File: src/rtl/core/tbm_pkg.sv
// tbm_pkg: shared types, codes, limits and saturating helpers for the
// trackball motion-to-report block. No dependencies.
`default_nettype none

package tbm_pkg;

    typedef enum logic [1:0] {
        REQ_LOCAL  = 2'd0,
        REQ_REMOTE = 2'd1,
        REQ_REPORT = 2'd2,
        REQ_UNUSED = 2'd3
    } t_req;

    localparam logic CFG_LOCAL_PRESENT = 1'b0;
    localparam logic CFG_DIVIDER       = 1'b1;

    localparam logic [2:0]        DIV_RESET = 3'd4;
    localparam logic signed [15:0] ACC_MAX  = 16'sh7fff;
    localparam logic signed [15:0] ACC_MIN  = 16'sh8000;
    localparam logic signed [7:0]  OUT_LIM  = 8'sd127;

    // per-ball control for one word
    typedef struct packed {
        logic       add_en;
        logic       report_en;
        logic       scroll;
        logic [2:0] shift;
    } t_ball_ctl;

    function automatic logic signed [15:0] sat_add16(input logic signed [15:0] a,
                                                     input logic signed [15:0] b);
        logic signed [16:0] s;
        s = $signed({a[15], a}) + $signed({b[15], b});
        if (s[16] != s[15]) begin
            return s[16] ? ACC_MIN : ACC_MAX;
        end
        return s[15:0];
    endfunction

    function automatic logic signed [7:0] clip8(input logic signed [15:0] v);
        if (v > 16'sd127) begin
            return OUT_LIM;
        end
        if (v < -16'sd127) begin
            return -OUT_LIM;
        end
        return v[7:0];
    endfunction

endpackage

`default_nettype wire

File: src/rtl/core/trackball_motion_to_report.sv
// A report word reaches the master side after it is accepted, through the
// input register and then the result register. Throughput: one word per
// cycle; a held result only stalls the input when a further report is due.
// Reset (i_rst_n low, synchronous) clears both accumulator pairs, empties
// both stages, and sets local ball present to 0 and the divider to 4.
// Depends on tbm_pkg and tbm_ball.
`default_nettype none

module trackball_motion_to_report
    import tbm_pkg::*;
(
    input  wire logic        i_clk,
    input  wire logic        i_rst_n,
    // motion and report request words
    input  wire logic        i_s_axis_tvalid,
    output logic             o_s_axis_tready,
    input  wire logic [39:0] i_s_axis_tdata,  // delta_x[15:0], delta_y[31:16],
                                              // scroll_request[32], zero pad
    input  wire logic [1:0]  i_s_axis_tuser,  // req_type[1:0]
    // report words
    output logic             o_m_axis_tvalid,
    input  wire logic        i_m_axis_tready,
    output logic [31:0]      o_m_axis_tdata,  // move_x[7:0], move_y[15:8],
                                              // scroll_h[23:16], scroll_v[31:24]
    // configuration writes
    input  wire logic        i_cfg_valid,
    output logic             o_cfg_ready,
    input  wire logic        i_cfg_index,
    input  wire logic [2:0]  i_cfg_data
);

    logic               r_local_present;
    logic [2:0]         r_div;

    logic               r_in_valid;
    t_req               r_in_req;
    logic signed [15:0] r_in_dx;
    logic signed [15:0] r_in_dy;
    logic               r_in_scroll;

    logic signed [15:0] r_loc_x, r_loc_y, r_rem_x, r_rem_y;
    logic signed [15:0] n_loc_x, n_loc_y, n_rem_x, n_rem_y;

    logic               r_out_valid;
    logic [31:0]        r_out_data;
    logic [31:0]        n_out_data;

    logic               is_report;
    logic               fire;
    logic [2:0]         div_eff;
    logic [2:0]         shift;
    t_ball_ctl          loc_ctl;
    t_ball_ctl          rem_ctl;
    logic signed [7:0]  loc_fx, loc_fy, rem_fx, rem_fy;
    logic signed [7:0]  move_x, move_y, scroll_h, scroll_v;

    assign o_cfg_ready = 1'b1;

    assign is_report = (r_in_req == REQ_REPORT);
    assign fire      = r_in_valid && (!is_report || !r_out_valid || i_m_axis_tready);
    assign o_s_axis_tready = !r_in_valid || fire;

    // divider zero behaves as the reset value
    assign div_eff = (r_div == 3'd0) ? DIV_RESET : r_div;
    assign shift   = div_eff - 3'd1;

    always_comb begin
        loc_ctl.add_en    = fire && (r_in_req == REQ_LOCAL) && r_local_present;
        loc_ctl.report_en = fire && is_report;
        loc_ctl.scroll    = r_in_scroll;
        loc_ctl.shift     = shift;
        rem_ctl.add_en    = fire && (r_in_req == REQ_REMOTE);
        rem_ctl.report_en = fire && is_report;
        rem_ctl.scroll    = r_in_scroll ^ r_local_present;
        rem_ctl.shift     = shift;
    end

    tbm_ball u_local (
        .i_acc_x (r_loc_x),
        .i_acc_y (r_loc_y),
        .i_dx    (r_in_dx),
        .i_dy    (r_in_dy),
        .i_ctl   (loc_ctl),
        .o_acc_x (n_loc_x),
        .o_acc_y (n_loc_y),
        .o_fx    (loc_fx),
        .o_fy    (loc_fy)
    );

    tbm_ball u_remote (
        .i_acc_x (r_rem_x),
        .i_acc_y (r_rem_y),
        .i_dx    (r_in_dx),
        .i_dy    (r_in_dy),
        .i_ctl   (rem_ctl),
        .o_acc_x (n_rem_x),
        .o_acc_y (n_rem_y),
        .o_fx    (rem_fx),
        .o_fy    (rem_fy)
    );

    // remote ball wins where both write a field
    always_comb begin
        move_x   = 8'sd0;
        move_y   = 8'sd0;
        scroll_h = 8'sd0;
        scroll_v = 8'sd0;
        if (loc_ctl.scroll) begin
            scroll_h = loc_fx;
            scroll_v = loc_fy;
        end else begin
            move_x = loc_fx;
            move_y = loc_fy;
        end
        if (rem_ctl.scroll) begin
            scroll_h = rem_fx;
            scroll_v = rem_fy;
        end else begin
            move_x = rem_fx;
            move_y = rem_fy;
        end
        n_out_data = {scroll_v, scroll_h, move_y, move_x};
    end

    always_ff @(posedge i_clk) begin
        if (!i_rst_n) begin
            r_local_present <= 1'b0;
            r_div           <= DIV_RESET;
        end else if (i_cfg_valid) begin
            case (i_cfg_index)
                CFG_LOCAL_PRESENT: r_local_present <= i_cfg_data[0];
                CFG_DIVIDER:       r_div           <= i_cfg_data;
                default:           r_div           <= r_div;
            endcase
        end
    end

    always_ff @(posedge i_clk) begin
        if (!i_rst_n) begin
            r_in_valid <= 1'b0;
        end else if (o_s_axis_tready) begin
            r_in_valid <= i_s_axis_tvalid;
        end
    end

    always_ff @(posedge i_clk) begin
        if (o_s_axis_tready && i_s_axis_tvalid) begin
            r_in_req    <= t_req'(i_s_axis_tuser);
            r_in_dx     <= $signed(i_s_axis_tdata[15:0]);
            r_in_dy     <= $signed(i_s_axis_tdata[31:16]);
            r_in_scroll <= i_s_axis_tdata[32];
        end
    end

    always_ff @(posedge i_clk) begin
        if (!i_rst_n) begin
            r_loc_x <= '0;
            r_loc_y <= '0;
            r_rem_x <= '0;
            r_rem_y <= '0;
        end else begin
            r_loc_x <= n_loc_x;
            r_loc_y <= n_loc_y;
            r_rem_x <= n_rem_x;
            r_rem_y <= n_rem_y;
        end
    end

    always_ff @(posedge i_clk) begin
        if (!i_rst_n) begin
            r_out_valid <= 1'b0;
        end else if (fire && is_report) begin
            r_out_valid <= 1'b1;
        end else if (i_m_axis_tready) begin
            r_out_valid <= 1'b0;
        end
    end

    always_ff @(posedge i_clk) begin
        if (fire && is_report) begin
            r_out_data <= n_out_data;
        end
    end

    assign o_m_axis_tvalid = r_out_valid;
    assign o_m_axis_tdata  = r_out_data;

endmodule

`default_nettype wire

File: src/rtl/core/tbm_ball.sv
// tbm_ball: next-state and report fields of one ball's x/y accumulator pair.
// Depends on tbm_pkg.
`default_nettype none

module tbm_ball
    import tbm_pkg::*;
(
    input  wire logic signed [15:0] i_acc_x,
    input  wire logic signed [15:0] i_acc_y,
    input  wire logic signed [15:0] i_dx,
    input  wire logic signed [15:0] i_dy,
    input  wire t_ball_ctl          i_ctl,
    output logic signed [15:0]      o_acc_x,
    output logic signed [15:0]      o_acc_y,
    output logic signed [7:0]       o_fx,
    output logic signed [7:0]       o_fy
);

    logic signed [15:0] q_x;
    logic signed [15:0] q_y;
    logic [15:0]        rem_mask;

    // arithmetic shift gives floor division
    assign q_x      = i_acc_x >>> i_ctl.shift;
    assign q_y      = i_acc_y >>> i_ctl.shift;
    assign rem_mask = ~(16'hffff << i_ctl.shift);

    always_comb begin
        o_acc_x = i_acc_x;
        o_acc_y = i_acc_y;
        if (i_ctl.add_en) begin
            o_acc_x = sat_add16(i_acc_x, i_dx);
            o_acc_y = sat_add16(i_acc_y, i_dy);
        end else if (i_ctl.report_en) begin
            if (i_ctl.scroll) begin
                o_acc_x = $signed(i_acc_x & rem_mask);
                o_acc_y = $signed(i_acc_y & rem_mask);
            end else begin
                o_acc_x = '0;
                o_acc_y = '0;
            end
        end
    end

    always_comb begin
        if (i_ctl.scroll) begin
            o_fx = 8'sd0 - clip8(q_x);
            o_fy = 8'sd0 - clip8(q_y);
        end else begin
            o_fx = 8'sd0 - clip8(i_acc_x);
            o_fy = clip8(i_acc_y);
        end
    end

endmodule

`default_nettype wire

File: config.mk
export PLATFORM = sky130hd
export DESIGN_NAME = trackball_motion_to_report
export DESIGN_NICKNAME = d
export VERILOG_FILES = /design/src/rtl/core/tbm_pkg.sv /design/src/rtl/core/trackball_motion_to_report.sv /design/src/rtl/core/tbm_ball.sv
export SDC_FILE = /design/constraint.sdc
export NUM_CORES = 1
export LEC_CHECK = 0
export ABC_AREA = 1
export ABC_CLOCK_PERIOD_IN_PS = 8100
export BUFFER_PORTS_ARGS = -buffer_cell sky130_fd_sc_hd__clkbuf_2
export CAP_MARGIN = 20
export CORE_MARGIN = 5
export CORE_UTILIZATION = 42
export CTS_BUF_LIST = sky130_fd_sc_hd__clkbuf_16
export CTS_CLUSTER_SIZE = 40
export DETAILED_ROUTE_END_ITERATION = 8
export GPL_TIMING_DRIVEN = 0
export PLACE_DENSITY_LB_ADDON = 0.2
export SYNTH_ARGS = -nofsm -noshare
export SYNTH_HDL_FRONTEND = slang
export SYNTH_SLANG_ARGS = --single-unit
export TNS_END_PERCENT = 100
File: constraint.sdc
create_clock -name i_clk -period 8.1 [get_ports i_clk]
set_input_delay 2.025 -clock i_clk [delete_from_list [all_inputs] [get_ports i_clk]]
set_output_delay 2.025 -clock i_clk [all_outputs]
set_load 0.03 [all_outputs]
==> flow_summary.ini <==
[worst_setup_path]
path_delay_family = simple AND/OR/NAND/NOR gates
critical_path.cell_chain = clkbuf_2, nor2_1, nand2_1, nor2_1, inv_1, clkbuf_2
timing.rr.end = o_m_axis_tdata[26]
rrSetupSlack_ns = 3.67
r2r_cells = 22
slowest_delay_ns = 0.21
start_kind = input port
endpoint_kind = output port
crit_start = i_m_axis_tready
crit_arrival_ns = 2.86
slowest_stage = nor2_1
cp-endpoint = o_s_axis_tready
required_ns = 6.08
crit_buf_inv = 3
crit_fanout = 3
cp.depth = 6
critPathKind = input port to output port
regToRegStartpoint = r_div[0]

[floorplanning]
dieArea_um2 = 32200
die_h_um = 180
start_util_pct = 42.3
core_um2 = 28500
die_x_um = 180
num_rows = 62
pin_count = 86

[placement]
dpl_cell_area_um2 = 13000
hpwlAfterDp_um = 33600
dp.cells = 2321
io_buffer_count = 77
place_worst_setup_slack_ns = 3.22
gp_congestion = 0.990

[sta]
setup_ws_ns = 3.22
drv_slew = 0
finalHoldViolCount = 0
worst_slew_pin_slew_ns = 1.03
skew_ns = 0.0115
holdWs_ns = 0.494
max-slew-margin-rel_pct = 30.4
final.min_clock_period_ns = 4.88
post-route-period-util_pct = 60.3
max_freq_mhz = 205
rsz0062_at_grt = no
final.setup.tns_ns = 0
finalSetupViolCount = 0

[clock_tree]
cts_root_buffer = clkbuf_16
cts_made_buffers = 17
ctsResizeCount = 0
clk_pin_slew_ns = 0.07
clock_latency_ns = 0.45
holdBufCountCts = 0
cts_sinks = 137
postCtsSetupBuffers = 0
cts_tree = yes
cts_buffer_depth = 2
cts.htree.levels = 4

[worst_hold_path]
hold_class = register to register

[logic_synthesis]
synth-seq-cells = 137
synth_area_um2 = 12100
ys.flop_type = dfxtp_1
synth-warning-count = 0
yosys.cell_types.count = 54
yosysTopAreaCell = nand2_1
syn_inst = 1858
synth.most_common_cell = nand2_1
netlist.area_leader.share_pct = 17.2
synth_commonest_cells = nand2_1 (553), nand3_1 (237), inv_1 (167)
synthArstFlopShare_pct = 0
synth_edf_count = 67
syn_nets = 1985
ys_seq_area_share_pct = 28.3
yosys-top-cells-area = nand2_1 (17%), edfxtp_1 (17%), dfxtp_1 (12%), nand3_1 (9.8%), ha_1 (7.5%)
syn-mean-instance-area_um2 = 6.50

[power]
power.density_nw_per_um2 = 175
p_leak_nw = 6.26
ir_drop_mv = 0.131
p_total_mw = 2.38

[cells_and_area]
syn_to_final_growth_pct = 12.9
fin_area_um2 = 13600
fin_cells = 2353
layout-drive-gt1-share_pct = 9.09
antenna_cells = 0
nNetsFinal = 2083
final_util_pct = 47.7

[grt]
grt_pass1_wl_um = 65300
antenna_found_initial = 0
grtUsageTotal_pct = 24.9
grt_max_degree = 20
grt_overflow_total = 0
grt_pass1_vias = 12100

[drt]
wl_met2_um = 18700
routed_wl_um = 41700
drtPass1Iterations = 6
dr_wl_met3_um = 3010
drt_iter0_markers = 1316
top_layer = met4
dr_total_vias = 12900
routedWlPerCell_um = 17.7
m1WireLength_um = 19200
drtAntennaViolNets = 0
drc = 0
routed_via_density = 5.50

[flow_run]
maxCapViolCount = 0

[outcome]
outcome = completed
[layer usage]
metal  vias to the layer above  GRT usage (%)
met5                         -              0
met4                         0           6.46
met3                        59           4.24
met2                       483           40.5
met1                      5910           34.5
li1                       6490              -
[state kept, by name, indices dropped and copies added (netlist names)]
register and count:
o_m_axis_tdata 32, r_in_dx 16, r_in_dy 16, r_loc_x 16, r_loc_y 16, r_rem_x 16
r_rem_y 16, r_div 3, r_in_req 2, o_m_axis_tvalid 1, r_in_scroll 1, r_in_valid 1
r_local_present 1
[cell families after synthesis]
family                     Yosys count  share of synthesized area [%]
AOI/OAI and AO/OA                  361                           16.7
xor gates and xnor gates            51                           3.70
adders and majority gates           76                           8.13
buffers and inverters              241                           8.37
DFF                                137                           28.3
muxes                                1                         0.0829
other                                1                         0.0311
and+or+nand+nor                    990                           34.8
[worst reg2reg max path: cells and delay by family (launching register included)]
family / cells / cell delay [ns]
compound gates: 4 / 0.50
simple gates: 8 / 0.98
flops: 1 / 0.34
buf+inv: 7 / 1.50
fa+ha+maj: 3 / 0.84
[worst min-delay path by stage]
stage               startpoint       end  slack [ns]  depth (start not counted)
CTS                   r_div[1]  r_div[1]        0.49                          2
finish                r_div[1]  r_div[1]        0.49                          2
detailed placement    r_div[1]  r_div[1]        0.48                          2
global placement      r_div[1]  r_div[1]        0.48                          2
global route          r_div[1]  r_div[1]        0.52                          2
floorplan             r_div[1]  r_div[1]        0.46                          2
[layout make-up]
type	count	area (um^2)
buffer	68	360
clock buffer	17	425
clock inverter	15	198
fill	3027	14900
inverter	173	649
multi-input combinational	1480	7650
sequential	137	3410
tap	384	480
timing repair buffer	79	440
[layout by cell type, fill, tap and decap left out, types with 7 or more instances in the layout]
master / synthesis / layout
buf_6: 7 / 7
nor2_1: 131 / 130
a21oi_1: 125 / 125
buf_2: 24 / 24
clkbuf_1: 26 / 26
nor4_1: 7 / 7
clkbuf_2: 0 / 77
nand2_1: 553 / 553
o21ai_1: 42 / 42
nor3_1: 13 / 13
edfxtp_1: 67 / 67
a31oi_1: 26 / 26
ha_1: 72 / 72
dfxtp_1: 70 / 70
o22ai_1: 17 / 17
nand4_1: 21 / 21
xor2_1: 22 / 22
inv_8: 0 / 7
a21boi_0: 8 / 8
xnor2_1: 29 / 29
nand2_2: 8 / 8
nand3_1: 237 / 237
o31ai_1: 7 / 7
o21ai_0: 102 / 102
inv_1: 167 / 167
clkbuf_16: 0 / 17
[power breakdown]
| group | internal [mW] | switching [mW] |
|---|---|---|
| clock network | 0.474 | 0.377 |
| logic | 0.240 | 0.491 |
| registers | 0.763 | 0.0375 |
| total | 1.48 | 0.906 |
(Power assumes the default switching activity.)
